`config.mk`:
```
export PLATFORM = sky130hd
export DESIGN_NAME = dsl_byte_tokenizer_flat
export DESIGN_NICKNAME = d
export VERILOG_FILES = /design/src/hw/rtl/dbt_pkg.sv /design/src/hw/rtl/dbt_if.sv /design/src/hw/rtl/dsl_byte_tokenizer.sv /design/src/hw/rtl/dbt_front.sv /design/src/hw/rtl/dbt_back.sv /design/src/flat_wrapper.sv
export VERILOG_INCLUDE_DIRS = /design/src /design/src/hw/rtl
export SDC_FILE = /design/constraint.sdc
export NUM_CORES = 2
export LEC_CHECK = 0
export BUFFER_PORTS_ARGS = -buffer_cell sky130_fd_sc_hd__buf_2
export CORE_MARGIN = 2
export CORE_UTILIZATION = 60
export DETAILED_ROUTE_END_ITERATION = 16
export PLACE_DENSITY = 0.82
export SLEW_MARGIN = 15
export SYNTH_ARGS = -nofsm -noshare
export SYNTH_HDL_FRONTEND = slang
export SYNTH_SLANG_ARGS = --single-unit
```
`constraint.sdc`:
```
create_clock -name clk -period 13.1 [get_ports clk]
set_input_delay 1.31 -clock clk [delete_from_list [all_inputs] [get_ports clk]]
set_output_delay 1.31 -clock clk [all_outputs]
set_load 0.005 [all_outputs]
```
`src/hw/rtl/dsl_byte_tokenizer_assert.svh`:
```
// Assertion macros for the byte tokenizer
`ifndef DSL_BYTE_TOKENIZER_ASSERT_SVH
`define DSL_BYTE_TOKENIZER_ASSERT_SVH
// implication checked on every edge out of reset
`define DBT_ASSERT_IMP(label, ante, cons) \
  label: assert property (@(posedge clk) disable iff (!rst_n) (ante) |-> (cons)) \
    else $error("assertion failed");
// next-cycle implication
`define DBT_ASSERT_NXT(label, ante, cons) \
  label: assert property (@(posedge clk) disable iff (!rst_n) (ante) |=> (cons)) \
    else $error("assertion failed");
`endif

```
`src/hw/rtl/dbt_pkg.sv`:
```
package dbt_pkg;

  localparam int LINE_BITS_DEF   = 16;
  localparam int COLUMN_BITS_DEF = 16;
  localparam int POS_W           = 16;
  localparam int INT_W           = 63;
  localparam int MAX_RES         = 4;
  localparam int QDEPTH          = 4;

  typedef enum logic [3:0] {
    M_IDLE, M_SLASH, M_IDENT, M_INT, M_STR, M_ESC, M_COMMENT,
    M_BANG, M_EQ, M_LT, M_GT, M_AMP, M_BAR, M_HALT
  } mode_t;

  typedef enum logic [2:0] {
    ERR_NONE, ERR_UNEXP, ERR_OVFL, ERR_UNTERM, ERR_ESC
  } err_t;

  localparam logic [4:0] K_END = 5'd0, K_IDENT = 5'd1, K_INT = 5'd2, K_STR = 5'd3,
    K_LBRACE = 5'd4, K_RBRACE = 5'd5, K_LBRACK = 5'd6, K_RBRACK = 5'd7,
    K_LPAREN = 5'd8, K_RPAREN = 5'd9, K_COLON = 5'd10, K_COMMA = 5'd11,
    K_DOT = 5'd12, K_PLUS = 5'd13, K_STAR = 5'd14, K_SLASH = 5'd15,
    K_BANG = 5'd16, K_NE = 5'd17, K_ASSIGN = 5'd18, K_EQEQ = 5'd19,
    K_ARROW = 5'd20, K_LT = 5'd21, K_LE = 5'd22, K_GT = 5'd23, K_GE = 5'd24,
    K_ANDAND = 5'd25, K_OROR = 5'd26, K_MINUS = 5'd27;

  // one result record
  typedef struct packed {
    logic [4:0]       kind;
    logic [POS_W-1:0] line;
    logic [POS_W-1:0] col;
    logic             has_byte;
    logic [7:0]       text;
    logic             done;
    logic [INT_W-1:0] ival;
    err_t             err;
    logic             last;
  } rec_t;

  // a group of up to four records caused by one byte
  typedef struct packed {
    logic [2:0]             cnt;
    rec_t [MAX_RES-1:0]     recs;
  } grp_t;

  function automatic logic is_alpha(input logic [7:0] c);
    return (c >= 8'h41 && c <= 8'h5A) || (c >= 8'h61 && c <= 8'h7A) || c == 8'h5F;
  endfunction

  function automatic logic is_digit(input logic [7:0] c);
    return c >= 8'h30 && c <= 8'h39;
  endfunction

  // single-byte punctuation kind, K_END when none
  function automatic logic [4:0] punct_kind(input logic [7:0] c);
    case (c)
      8'h7B: return K_LBRACE;
      8'h7D: return K_RBRACE;
      8'h5B: return K_LBRACK;
      8'h5D: return K_RBRACK;
      8'h28: return K_LPAREN;
      8'h29: return K_RPAREN;
      8'h3A: return K_COLON;
      8'h2C: return K_COMMA;
      8'h2E: return K_DOT;
      8'h2B: return K_PLUS;
      8'h2A: return K_STAR;
      8'h2D: return K_MINUS;
      default: return K_END;
    endcase
  endfunction

endpackage

```
`src/hw/rtl/dbt_if.sv`:
```
interface dbt_in_if;
  logic       valid;
  logic       ready;
  logic [7:0] source_byte;
  logic       end_of_source;
  modport source (output valid, source_byte, end_of_source, input ready);
  modport sink (input valid, source_byte, end_of_source, output ready);
endinterface

interface dbt_out_if;
  logic        valid;
  logic        ready;
  logic [4:0]  token_kind;
  logic [15:0] start_line;
  logic [15:0] start_column;
  logic        has_byte;
  logic [7:0]  text_byte;
  logic        token_done;
  logic [62:0] int_value;
  logic [2:0]  error_code;
  logic        last_of_run;
  modport source (output valid, token_kind, start_line, start_column, has_byte,
                  text_byte, token_done, int_value, error_code, last_of_run,
                  input ready);
  modport sink (input valid, token_kind, start_line, start_column, has_byte,
                text_byte, token_done, int_value, error_code, last_of_run,
                output ready);
endinterface

```
`src/hw/rtl/dsl_byte_tokenizer.sv`:
```
// Channel | Dir | Payload
// in_*    | in  | source_byte, end_of_source
// out_*   | out | one token record per transfer
// Takes one byte per cycle; each byte yields up to four records, sent one per cycle.
// The front lexer is combinational over its registered state; the back serializer drains a four-group queue.
// Input stalls only when that queue is full; output stalls hold the head record.
// Synchronous active-low reset returns to line 1, column 1, idle mode.
`include "dsl_byte_tokenizer_assert.svh"
module dsl_byte_tokenizer #(
  parameter int LINE_BITS   = dbt_pkg::LINE_BITS_DEF,
  parameter int COLUMN_BITS = dbt_pkg::COLUMN_BITS_DEF
) (
  input logic clk,
  input logic rst_n,
  dbt_in_if.sink    in_ch,
  dbt_out_if.source out_ch
);
  dbt_pkg::grp_t grp;
  dbt_pkg::rec_t rec;
  logic          full, acc;

  assign in_ch.ready = !full;
  assign acc = in_ch.valid && !full;

  dbt_front #(.LINE_BITS(LINE_BITS), .COLUMN_BITS(COLUMN_BITS)) u_front (
    .clk, .rst_n, .acc, .b(in_ch.source_byte), .eos(in_ch.end_of_source), .grp
  );

  dbt_back u_back (
    .clk, .rst_n, .push(acc), .grp, .full,
    .out_valid(out_ch.valid), .out_ready(out_ch.ready), .rec
  );

  assign out_ch.token_kind   = rec.kind;
  assign out_ch.start_line   = rec.line;
  assign out_ch.start_column = rec.col;
  assign out_ch.has_byte     = rec.has_byte;
  assign out_ch.text_byte    = rec.text;
  assign out_ch.token_done   = rec.done;
  assign out_ch.int_value    = rec.ival;
  assign out_ch.error_code   = rec.err;
  assign out_ch.last_of_run  = rec.last;

  `DBT_ASSERT_IMP(a_full_no_acc, full, !acc)
  `DBT_ASSERT_IMP(a_eos_group, acc && in_ch.end_of_source, grp.cnt != 3'd0)
  `DBT_ASSERT_NXT(a_reset_empty, !rst_n, !out_ch.valid)
endmodule

```
`src/hw/rtl/dbt_front.sv`:
```
// Lexer front: one byte per cycle while acc is high, produces a record group per byte
module dbt_front #(
  parameter int LINE_BITS   = dbt_pkg::LINE_BITS_DEF,
  parameter int COLUMN_BITS = dbt_pkg::COLUMN_BITS_DEF
) (
  input  logic          clk,
  input  logic          rst_n,
  input  logic          acc,
  input  logic [7:0]    b,
  input  logic          eos,
  output dbt_pkg::grp_t grp
);
  localparam logic [LINE_BITS-1:0]   LMAX = {LINE_BITS{1'b1}};
  localparam logic [COLUMN_BITS-1:0] CMAX = {COLUMN_BITS{1'b1}};
  localparam logic [62:0] MAX63 = {63{1'b1}};
  // largest value that still takes a digit; at exactly THR only digits up to '7' fit
  localparam logic [62:0] THR = MAX63 / 63'd10;

  dbt_pkg::mode_t         mode_r, mode_nxt;
  logic [LINE_BITS-1:0]   line_r, line_nxt, tline_r, tline_nxt;
  logic [COLUMN_BITS-1:0] col_r, col_nxt, tcol_r, tcol_nxt;
  logic [62:0]            acc_r, acc_nxt;
  logic                   ovf_r, ovf_nxt;

  logic [dbt_pkg::POS_W-1:0] cl, cc, tl, tc;
  logic [62:0] d63;
  logic [66:0] prod;

  assign cl = dbt_pkg::POS_W'(line_r);
  assign cc = dbt_pkg::POS_W'(col_r);
  assign d63 = 63'(b - 8'h30);
  assign prod = {1'b0, acc_r, 3'b000} + {3'b000, acc_r, 1'b0} + {4'b0000, d63};

  always_comb begin
    dbt_pkg::rec_t r;
    logic          ws, reproc, halt;
    logic [4:0]    pk;
    r = '0;
    grp = '0;
    mode_nxt = mode_r; line_nxt = line_r; col_nxt = col_r;
    tline_nxt = tline_r; tcol_nxt = tcol_r; acc_nxt = acc_r; ovf_nxt = ovf_r;
    tl = dbt_pkg::POS_W'(tline_r);
    tc = dbt_pkg::POS_W'(tcol_r);
    ws = b == 8'h20 || b == 8'h09 || b == 8'h0D || b == 8'h0A;
    reproc = 1'b0;
    halt = 1'b0;
    pk = dbt_pkg::punct_kind(b);
    if (acc) begin
      if (eos) begin
        // flush then End
        case (mode_r)
          dbt_pkg::M_IDENT: begin
            r = '0; r.kind = dbt_pkg::K_IDENT; r.line = tl; r.col = tc; r.done = 1'b1;
            grp.recs[grp.cnt[1:0]] = r; grp.cnt = grp.cnt + 3'd1;
          end
          dbt_pkg::M_INT: begin
            r = '0; r.line = tl; r.col = tc;
            if (ovf_r) r.err = dbt_pkg::ERR_OVFL;
            else begin r.kind = dbt_pkg::K_INT; r.done = 1'b1; r.ival = acc_r; end
            grp.recs[grp.cnt[1:0]] = r; grp.cnt = grp.cnt + 3'd1;
          end
          dbt_pkg::M_STR, dbt_pkg::M_AMP, dbt_pkg::M_BAR: begin
            r = '0; r.line = tl; r.col = tc;
            r.err = (mode_r == dbt_pkg::M_STR) ? dbt_pkg::ERR_UNTERM : dbt_pkg::ERR_UNEXP;
            grp.recs[grp.cnt[1:0]] = r; grp.cnt = grp.cnt + 3'd1;
          end
          dbt_pkg::M_ESC: begin
            r = '0; r.line = cl;
            r.col = (col_r > COLUMN_BITS'(1)) ? dbt_pkg::POS_W'(col_r - COLUMN_BITS'(1)) : cc;
            r.err = dbt_pkg::ERR_ESC;
            grp.recs[grp.cnt[1:0]] = r; grp.cnt = grp.cnt + 3'd1;
          end
          dbt_pkg::M_SLASH, dbt_pkg::M_BANG, dbt_pkg::M_EQ, dbt_pkg::M_LT,
          dbt_pkg::M_GT: begin
            r = '0; r.line = tl; r.col = tc; r.has_byte = 1'b1;
            case (mode_r)
              dbt_pkg::M_SLASH: begin r.kind = dbt_pkg::K_SLASH; r.text = 8'h2F; end
              dbt_pkg::M_BANG: begin r.kind = dbt_pkg::K_BANG; r.text = 8'h21; end
              dbt_pkg::M_EQ: begin r.kind = dbt_pkg::K_ASSIGN; r.text = 8'h3D; end
              dbt_pkg::M_LT: begin r.kind = dbt_pkg::K_LT; r.text = 8'h3C; end
              default: begin r.kind = dbt_pkg::K_GT; r.text = 8'h3E; end
            endcase
            grp.recs[0] = r;
            r.has_byte = 1'b0; r.text = '0; r.done = 1'b1;
            grp.recs[1] = r; grp.cnt = 3'd2;
          end
          default: ;
        endcase
        r = '0; r.line = cl; r.col = cc; r.done = 1'b1;
        grp.recs[grp.cnt[1:0]] = r; grp.cnt = grp.cnt + 3'd1;
        mode_nxt = dbt_pkg::M_IDLE;
        line_nxt = LINE_BITS'(1); col_nxt = COLUMN_BITS'(1);
        tline_nxt = LINE_BITS'(1); tcol_nxt = COLUMN_BITS'(1);
        acc_nxt = '0; ovf_nxt = 1'b0;
      end else if (mode_r != dbt_pkg::M_HALT) begin
        // pass one: the pending-state part
        case (mode_r)
          dbt_pkg::M_IDLE: reproc = 1'b1;
          dbt_pkg::M_IDENT: begin
            r = '0; r.kind = dbt_pkg::K_IDENT; r.line = tl; r.col = tc;
            if (dbt_pkg::is_alpha(b) || dbt_pkg::is_digit(b)) begin
              r.has_byte = 1'b1; r.text = b;
            end else begin
              r.done = 1'b1; reproc = 1'b1;
            end
            grp.recs[0] = r; grp.cnt = 3'd1;
          end
          dbt_pkg::M_INT: begin
            r = '0; r.line = tl; r.col = tc;
            if (dbt_pkg::is_digit(b)) begin
              if (!ovf_r) begin
                if (acc_r > THR || (acc_r == THR && b > 8'h37)) ovf_nxt = 1'b1;
                else acc_nxt = prod[62:0];
              end
              r.kind = dbt_pkg::K_INT; r.has_byte = 1'b1; r.text = b;
            end else if (ovf_r) begin
              r.err = dbt_pkg::ERR_OVFL; halt = 1'b1;
            end else begin
              r.kind = dbt_pkg::K_INT; r.done = 1'b1; r.ival = acc_r;
              reproc = 1'b1;
            end
            grp.recs[0] = r; grp.cnt = 3'd1;
          end
          dbt_pkg::M_STR: begin
            r = '0; r.kind = dbt_pkg::K_STR; r.line = tl; r.col = tc;
            if (b == 8'h22) begin
              r.done = 1'b1; mode_nxt = dbt_pkg::M_IDLE;
              grp.recs[0] = r; grp.cnt = 3'd1;
            end else if (b == 8'h0A || b == 8'h0D) begin
              r.kind = dbt_pkg::K_END; r.err = dbt_pkg::ERR_UNTERM; halt = 1'b1;
              grp.recs[0] = r; grp.cnt = 3'd1;
            end else if (b == 8'h5C) mode_nxt = dbt_pkg::M_ESC;
            else begin
              r.has_byte = 1'b1; r.text = b;
              grp.recs[0] = r; grp.cnt = 3'd1;
            end
          end
          dbt_pkg::M_ESC: begin
            r = '0; r.kind = dbt_pkg::K_STR; r.line = tl; r.col = tc; r.has_byte = 1'b1;
            mode_nxt = dbt_pkg::M_STR;
            case (b)
              8'h22: r.text = 8'h22;
              8'h5C: r.text = 8'h5C;
              8'h6E: r.text = 8'h0A;
              8'h74: r.text = 8'h09;
              default: begin
                r = '0; r.line = cl; r.col = cc; r.err = dbt_pkg::ERR_ESC; halt = 1'b1;
              end
            endcase
            grp.recs[0] = r; grp.cnt = 3'd1;
          end
          dbt_pkg::M_COMMENT: if (b == 8'h0A) mode_nxt = dbt_pkg::M_IDLE;
          dbt_pkg::M_AMP, dbt_pkg::M_BAR: begin
            r = '0; r.line = tl; r.col = tc;
            if ((mode_r == dbt_pkg::M_AMP && b == 8'h26) ||
                (mode_r == dbt_pkg::M_BAR && b == 8'h7C)) begin
              r.kind = (mode_r == dbt_pkg::M_AMP) ? dbt_pkg::K_ANDAND : dbt_pkg::K_OROR;
              r.has_byte = 1'b1; r.text = b;
              grp.recs[0] = r; grp.recs[1] = r;
              r.has_byte = 1'b0; r.text = '0; r.done = 1'b1;
              grp.recs[2] = r; grp.cnt = 3'd3; mode_nxt = dbt_pkg::M_IDLE;
            end else begin
              r.err = dbt_pkg::ERR_UNEXP; halt = 1'b1;
              grp.recs[0] = r; grp.cnt = 3'd1;
            end
          end
          dbt_pkg::M_SLASH: begin
            if (b == 8'h2F) mode_nxt = dbt_pkg::M_COMMENT;
            else begin
              r = '0; r.kind = dbt_pkg::K_SLASH; r.line = tl; r.col = tc;
              r.has_byte = 1'b1; r.text = 8'h2F; grp.recs[0] = r;
              r.has_byte = 1'b0; r.text = '0; r.done = 1'b1; grp.recs[1] = r;
              grp.cnt = 3'd2; reproc = 1'b1;
            end
          end
          default: begin
            // '!', '=', '<', '>' lookahead
            logic [7:0] c0;
            logic [4:0] k1, k2;
            logic       two;
            r = '0; r.line = tl; r.col = tc;
            two = 1'b0; k2 = dbt_pkg::K_END;
            case (mode_r)
              dbt_pkg::M_BANG: begin c0 = 8'h21; k1 = dbt_pkg::K_BANG;
                two = b == 8'h3D; k2 = dbt_pkg::K_NE; end
              dbt_pkg::M_EQ: begin c0 = 8'h3D; k1 = dbt_pkg::K_ASSIGN;
                two = b == 8'h3D || b == 8'h3E;
                k2 = (b == 8'h3D) ? dbt_pkg::K_EQEQ : dbt_pkg::K_ARROW; end
              dbt_pkg::M_LT: begin c0 = 8'h3C; k1 = dbt_pkg::K_LT;
                two = b == 8'h3D; k2 = dbt_pkg::K_LE; end
              default: begin c0 = 8'h3E; k1 = dbt_pkg::K_GT;
                two = b == 8'h3D; k2 = dbt_pkg::K_GE; end
            endcase
            r.has_byte = 1'b1; r.text = c0;
            if (two) begin
              r.kind = k2; grp.recs[0] = r;
              r.text = b; grp.recs[1] = r;
              r.has_byte = 1'b0; r.text = '0; r.done = 1'b1; grp.recs[2] = r;
              grp.cnt = 3'd3; mode_nxt = dbt_pkg::M_IDLE;
            end else begin
              r.kind = k1; grp.recs[0] = r;
              r.has_byte = 1'b0; r.text = '0; r.done = 1'b1; grp.recs[1] = r;
              grp.cnt = 3'd2; reproc = 1'b1;
            end
          end
        endcase
        // pass two: the byte as the start of a token
        if (reproc) begin
          mode_nxt = dbt_pkg::M_IDLE;
          if (!ws) begin
            tline_nxt = line_r; tcol_nxt = col_r;
            r = '0; r.line = cl; r.col = cc;
            if (dbt_pkg::is_alpha(b)) begin
              mode_nxt = dbt_pkg::M_IDENT;
              r.kind = dbt_pkg::K_IDENT; r.has_byte = 1'b1; r.text = b;
              grp.recs[grp.cnt[1:0]] = r; grp.cnt = grp.cnt + 3'd1;
            end else if (dbt_pkg::is_digit(b)) begin
              mode_nxt = dbt_pkg::M_INT; acc_nxt = d63; ovf_nxt = 1'b0;
              r.kind = dbt_pkg::K_INT; r.has_byte = 1'b1; r.text = b;
              grp.recs[grp.cnt[1:0]] = r; grp.cnt = grp.cnt + 3'd1;
            end else begin
              case (b)
                8'h22: mode_nxt = dbt_pkg::M_STR;
                8'h2F: mode_nxt = dbt_pkg::M_SLASH;
                8'h21: mode_nxt = dbt_pkg::M_BANG;
                8'h3D: mode_nxt = dbt_pkg::M_EQ;
                8'h3C: mode_nxt = dbt_pkg::M_LT;
                8'h3E: mode_nxt = dbt_pkg::M_GT;
                8'h26: mode_nxt = dbt_pkg::M_AMP;
                8'h7C: mode_nxt = dbt_pkg::M_BAR;
                default: begin
                  if (pk != dbt_pkg::K_END) begin
                    r.kind = pk; r.has_byte = 1'b1; r.text = b;
                    grp.recs[grp.cnt[1:0]] = r;
                    r.has_byte = 1'b0; r.text = '0; r.done = 1'b1;
                    grp.recs[grp.cnt[1:0] + 2'd1] = r; grp.cnt = grp.cnt + 3'd2;
                  end else begin
                    r.err = dbt_pkg::ERR_UNEXP; halt = 1'b1;
                    grp.recs[grp.cnt[1:0]] = r; grp.cnt = grp.cnt + 3'd1;
                  end
                end
              endcase
            end
          end
        end
        if (halt) mode_nxt = dbt_pkg::M_HALT;
        else if (b == 8'h0A) begin
          if (line_r != LMAX) line_nxt = line_r + LINE_BITS'(1);
          col_nxt = COLUMN_BITS'(1);
        end else if (col_r != CMAX) col_nxt = col_r + COLUMN_BITS'(1);
      end
      if (grp.cnt != 3'd0) grp.recs[grp.cnt[1:0] - 2'd1].last = 1'b1;
    end
  end

  always_ff @(posedge clk) begin
    if (!rst_n) begin
      mode_r <= dbt_pkg::M_IDLE;
      line_r <= LINE_BITS'(1); col_r <= COLUMN_BITS'(1);
      tline_r <= LINE_BITS'(1); tcol_r <= COLUMN_BITS'(1);
      acc_r <= '0; ovf_r <= 1'b0;
    end else begin
      mode_r <= mode_nxt; line_r <= line_nxt; col_r <= col_nxt;
      tline_r <= tline_nxt; tcol_r <= tcol_nxt; acc_r <= acc_nxt; ovf_r <= ovf_nxt;
    end
  end
endmodule

```
`src/hw/rtl/dbt_back.sv`:
```
// Group queue and record serializer
module dbt_back (
  input  logic          clk,
  input  logic          rst_n,
  input  logic          push,
  input  dbt_pkg::grp_t grp,
  output logic          full,
  output logic          out_valid,
  input  logic          out_ready,
  output dbt_pkg::rec_t rec
);
  localparam int AW = $clog2(dbt_pkg::QDEPTH);

  dbt_pkg::grp_t   mem_r [dbt_pkg::QDEPTH];
  logic [AW-1:0]   wp_r, rp_r;
  logic [AW:0]     cnt_r, cnt_nxt;
  logic [1:0]      idx_r;
  logic            pop_rec, pop_grp, wr;
  dbt_pkg::grp_t   head;

  assign head = mem_r[rp_r];
  assign wr = push && grp.cnt != 3'd0;
  assign full = cnt_r == (AW+1)'(dbt_pkg::QDEPTH);
  assign out_valid = cnt_r != '0;
  assign rec = head.recs[idx_r];
  assign pop_rec = out_valid && out_ready;
  assign pop_grp = pop_rec && rec.last;

  always_comb begin
    cnt_nxt = cnt_r;
    if (wr && !pop_grp) cnt_nxt = cnt_r + (AW+1)'(1);
    else if (!wr && pop_grp) cnt_nxt = cnt_r - (AW+1)'(1);
  end

  // storage
  always_ff @(posedge clk) begin
    if (wr) mem_r[wp_r] <= grp;
  end

  // pointers
  always_ff @(posedge clk) begin
    if (!rst_n) begin
      wp_r <= '0; rp_r <= '0; cnt_r <= '0; idx_r <= '0;
    end else begin
      cnt_r <= cnt_nxt;
      if (wr) wp_r <= wp_r + AW'(1);
      if (pop_grp) begin
        rp_r <= rp_r + AW'(1); idx_r <= '0;
      end else if (pop_rec) idx_r <= idx_r + 2'd1;
    end
  end
endmodule

```
`src/flat_wrapper.sv`:
```
// flat-port wrapper written by rule: the top's interface ports become plain ports
module dsl_byte_tokenizer_flat 
#(
  parameter int LINE_BITS   = dbt_pkg::LINE_BITS_DEF,
  parameter int COLUMN_BITS = dbt_pkg::COLUMN_BITS_DEF
)
  (clk, rst_n, in_ch_valid, in_ch_source_byte, in_ch_end_of_source, in_ch_ready, out_ch_valid, out_ch_token_kind, out_ch_start_line, out_ch_start_column, out_ch_has_byte, out_ch_text_byte, out_ch_token_done, out_ch_int_value, out_ch_error_code, out_ch_last_of_run, out_ch_ready);
  dbt_in_if in_ch_i ();
  dbt_out_if out_ch_i ();
  input logic clk;
  input logic rst_n;
  input wire logic [$bits(in_ch_i.valid)-1:0] in_ch_valid;
  input wire logic [$bits(in_ch_i.source_byte)-1:0] in_ch_source_byte;
  input wire logic [$bits(in_ch_i.end_of_source)-1:0] in_ch_end_of_source;
  output wire logic [$bits(in_ch_i.ready)-1:0] in_ch_ready;
  output wire logic [$bits(out_ch_i.valid)-1:0] out_ch_valid;
  output wire logic [$bits(out_ch_i.token_kind)-1:0] out_ch_token_kind;
  output wire logic [$bits(out_ch_i.start_line)-1:0] out_ch_start_line;
  output wire logic [$bits(out_ch_i.start_column)-1:0] out_ch_start_column;
  output wire logic [$bits(out_ch_i.has_byte)-1:0] out_ch_has_byte;
  output wire logic [$bits(out_ch_i.text_byte)-1:0] out_ch_text_byte;
  output wire logic [$bits(out_ch_i.token_done)-1:0] out_ch_token_done;
  output wire logic [$bits(out_ch_i.int_value)-1:0] out_ch_int_value;
  output wire logic [$bits(out_ch_i.error_code)-1:0] out_ch_error_code;
  output wire logic [$bits(out_ch_i.last_of_run)-1:0] out_ch_last_of_run;
  input wire logic [$bits(out_ch_i.ready)-1:0] out_ch_ready;
  assign in_ch_i.valid = in_ch_valid;
  assign in_ch_i.source_byte = in_ch_source_byte;
  assign in_ch_i.end_of_source = in_ch_end_of_source;
  assign in_ch_ready = in_ch_i.ready;
  assign out_ch_valid = out_ch_i.valid;
  assign out_ch_token_kind = out_ch_i.token_kind;
  assign out_ch_start_line = out_ch_i.start_line;
  assign out_ch_start_column = out_ch_i.start_column;
  assign out_ch_has_byte = out_ch_i.has_byte;
  assign out_ch_text_byte = out_ch_i.text_byte;
  assign out_ch_token_done = out_ch_i.token_done;
  assign out_ch_int_value = out_ch_i.int_value;
  assign out_ch_error_code = out_ch_i.error_code;
  assign out_ch_last_of_run = out_ch_i.last_of_run;
  assign out_ch_i.ready = out_ch_ready;
  dsl_byte_tokenizer #(.LINE_BITS(LINE_BITS), .COLUMN_BITS(COLUMN_BITS)) u_core (.clk(clk), .rst_n(rst_n), .in_ch(in_ch_i), .out_ch(out_ch_i));
endmodule
```
==> results.json <==
{
  "firstDrtPassIters": 7,
  "criticalPathCategory": "input pin to flip-flop",
  "cts_resized": 0,
  "grt_pass1_wl_um": 230000,
  "placed_cell_area_um2": 58800,
  "synth_compound_area_share_pct": 10.2,
  "drt-initial-drc-count": 5380,
  "min_period_ps": 7690,
  "fin_util_pct": 66.1,
  "core_um2": 94600,
  "post_cts_buffers": 0,
  "drc": 0,
  "synth_cell_types": 88,
  "die_w_um": 312,
  "dpl.hpwl_um": 91500,
  "path_clk_slew_ps": 60,
  "status": "complete, no violations",
  "synthCells": 4057,
  "rows": 113,
  "finalWirelength_um": 153000,
  "start_util_pct": 60.2,
  "timing.hold.ws_ps": 509,
  "synth_top_family_by_area": "multiplexers",
  "finalHoldViolCount": 0,
  "synth_common_cells": "edfxtp_1 (1,044), mux4_2 (309), nor2_1 (284), nand2_1 (281), clkbuf_1 (243)",
  "worstPathArrival_ps": 8020,
  "antenna_found_initial": 3,
  "required_ps": 13430,
  "synthXorXnorAreaFrac_pct": 1.41,
  "synth.ff_latch_count": 1187,
  "max_clock_freq_ghz": 0.130,
  "fp.dieArea_um2": 97400,
  "synthSimpleGateAreaFrac_pct": 9.46,
  "fill_cells": 6271,
  "maxSlewHeadroom_pct": 18.5,
  "io_buffers": 128,
  "start_kind": "input pin",
  "cts_made_buffers": 112,
  "grt-ovfl-total": 0,
  "grt.total_usage_pct": 31.0,
  "yosys-top-cells-area": "edfxtp_1 (55%), mux4_2 (12%), dfxtp_1 (5.0%)",
  "fin_area_um2": 62500,
  "ys.flop_type": "edfxtp_1",
  "synth_area_um2": 57000,
  "root_buffer": "clkbuf_16",
  "setup_viol": 0,
  "gp_congestion": 1.02,
  "drv_cap": 0,
  "ir_drop_mv": 0.134,
  "path_max_fanout": 60,
  "wl_per_cell_um": 28.0,
  "pin_count": 129,
  "clock_latency_ps": 710,
  "power_density_nw_per_um2": 170,
  "power_leakage_uw": 0.0211,
  "synthMuxAreaShare_pct": 12.6,
  "synth-seq-area-share_pct": 60.1,
  "hold_class": "flip-flop to flip-flop",
  "num_vias": 37792,
  "cp-end-kind": "flip-flop",
  "ant_nets": 0,
  "die_h_um": 312,
  "synth_warnings": 0,
  "power.total_uw": 10600,
  "async_flop_share_pct": 0,
  "tns_ps": 0,
  "yosysMostFrequentCell": "edfxtp_1",
  "fin_crit_sh_pct": 58.7,
  "h-tree-depth": 3,
  "synth-edff-count": 1044,
  "syn_avg_cell_area_um2": 14.0,
  "syn_to_final_growth_pct": 9.70,
  "fin_skew_ps": 35.5,
  "clockBufferDepth": 3,
  "viasPerCell": 6.93,
  "crit-reg2reg-launch": "u_core.u_front.mode_r[0]",
  "nets": 4254,
  "cts_tree": "yes",
  "clkSinkCount": 1187,
  "slew_viol_final": 0,
  "synth.top_cell.area_share_pct": 55.0,
  "first_global_vias": 37432,
  "crit_path_start": "in_ch_source_byte[4]",
  "rsz0062_at_grt": "no",
  "synth_top_area_cell": "edfxtp_1",
  "layout-drive-gt1-share_pct": 17.2,
  "ctsHoldBuffers": 0,
  "worst_hold_startpoint": "u_core.u_back.cnt_r[2]",
  "synthAdderAreaFrac_pct": 4.03,
  "max_slew.worst_pin.slew_ps": 1220,
  "grt_start_max_net_pins": 171
}
==> per-stage QoR <==
stage	setup slack, ps	std cells
2_1_floorplan	2180	4068
3_3_place_gp	4950	5245
3_5_place_dp	4820	5245
4_1_cts	5550	5450
5_1_grt	4970	5450
6_report	5410	5452
==> cell families after synthesis <==
kind of cell               Yosys count
xor gates and xnor gates            92
DFF                               1187
adders and majority gates          147
other                                1
AOI/OAI and AO/OA                  876
buffers and inverters              335
muxes                              330
and+or+nand+nor                   1089
==> metal layers <==
layer | up-vias | track usage, % | share of wire [%]
li1 | 15935 | - | -
met1 | 18884 | 43.7 | 39
met2 | 2520 | 47.7 | 46
met3 | 451 | 6.73 | 11
met4 | 2 | 12.7 | 4.0
met5 | - | 0 | 0.0072
==> worst max-delay path, cell delays in order <==
cell	delay, ps
buf_2	230
ha_1	600
nand2_1	240
o211ai_2	780
a211oi_1	210
or4_1	630
a21o_1	420
a21oi_1	560
o221ai_1	260
a41oi_2	430
and2_4	840
buf_4	650
buf_4	780
==> power by group <==
group	internal, uW	total [uW]	switching, uW
clock	1870	3250	1380
combinational	1090	2590	1500
sequential	4600	4770	166
total	7550	10600	3050
==> state kept, by name (all words and copies together), names as in the netlist, named ones only <==
| register | flops |
|---|---|
| u_core.u_front.tl | 16 |
| u_core.u_back.cnt_r | 3 |
| u_core.u_front.ovf_r | 1 |
| u_core.u_back.wp_r | 2 |
| u_core.u_back.rp_r | 2 |
| u_core.u_front.tc | 16 |
| u_core.u_front.mode_r | 4 |
| u_core.u_back.idx_r | 2 |
| u_core.u_front.acc_r | 63 |
| u_core.u_front.cl | 16 |
| u_core.u_front.cc | 16 |
| u_core.u_back.mem_r | 1044 |
==> cell type report <==
cell class / count / area [um2] / area share, %
diodes: 2 / 5.00 / 0.00801
clock buffers: 154 / 3090 / 4.95
clock inverters: 51 / 584 / 0.935
inverters: 51 / 191 / 0.306
multi-input cells: 2546 / 21600 / 34.6
flip-flops and latches: 1187 / 34200 / 54.8
well taps: 1265 / 1580 / 2.53
repair buffers: 196 / 1190 / 1.90
==> layout by cell type, fill, tap and decap left out, types with 86 or more instances in the layout <==
cell and instances:
mux4_2 309, o21ai_0 162, a21oi_1 225, nand2_1 281, buf_2 128, clkbuf_16 114
ha_1 86, dfxtp_1 139, nor2_1 281, and2_1 130, edfxtp_1 1044
==> final timing paths <==
path / to / slack (ps) / cells after the start
worst max-delay path: u_core.u_back.mem_r[1][34] / 5410 / 13
worst min-delay path: u_core.u_back.cnt_r[2] / 510 / 2
worst max register to register: u_core.u_back.mem_r[1][34] / 6430 / 14
worst min register to register: u_core.u_back.cnt_r[2] / 510 / 2
Note: power is estimated with default switching activity, not from simulation.
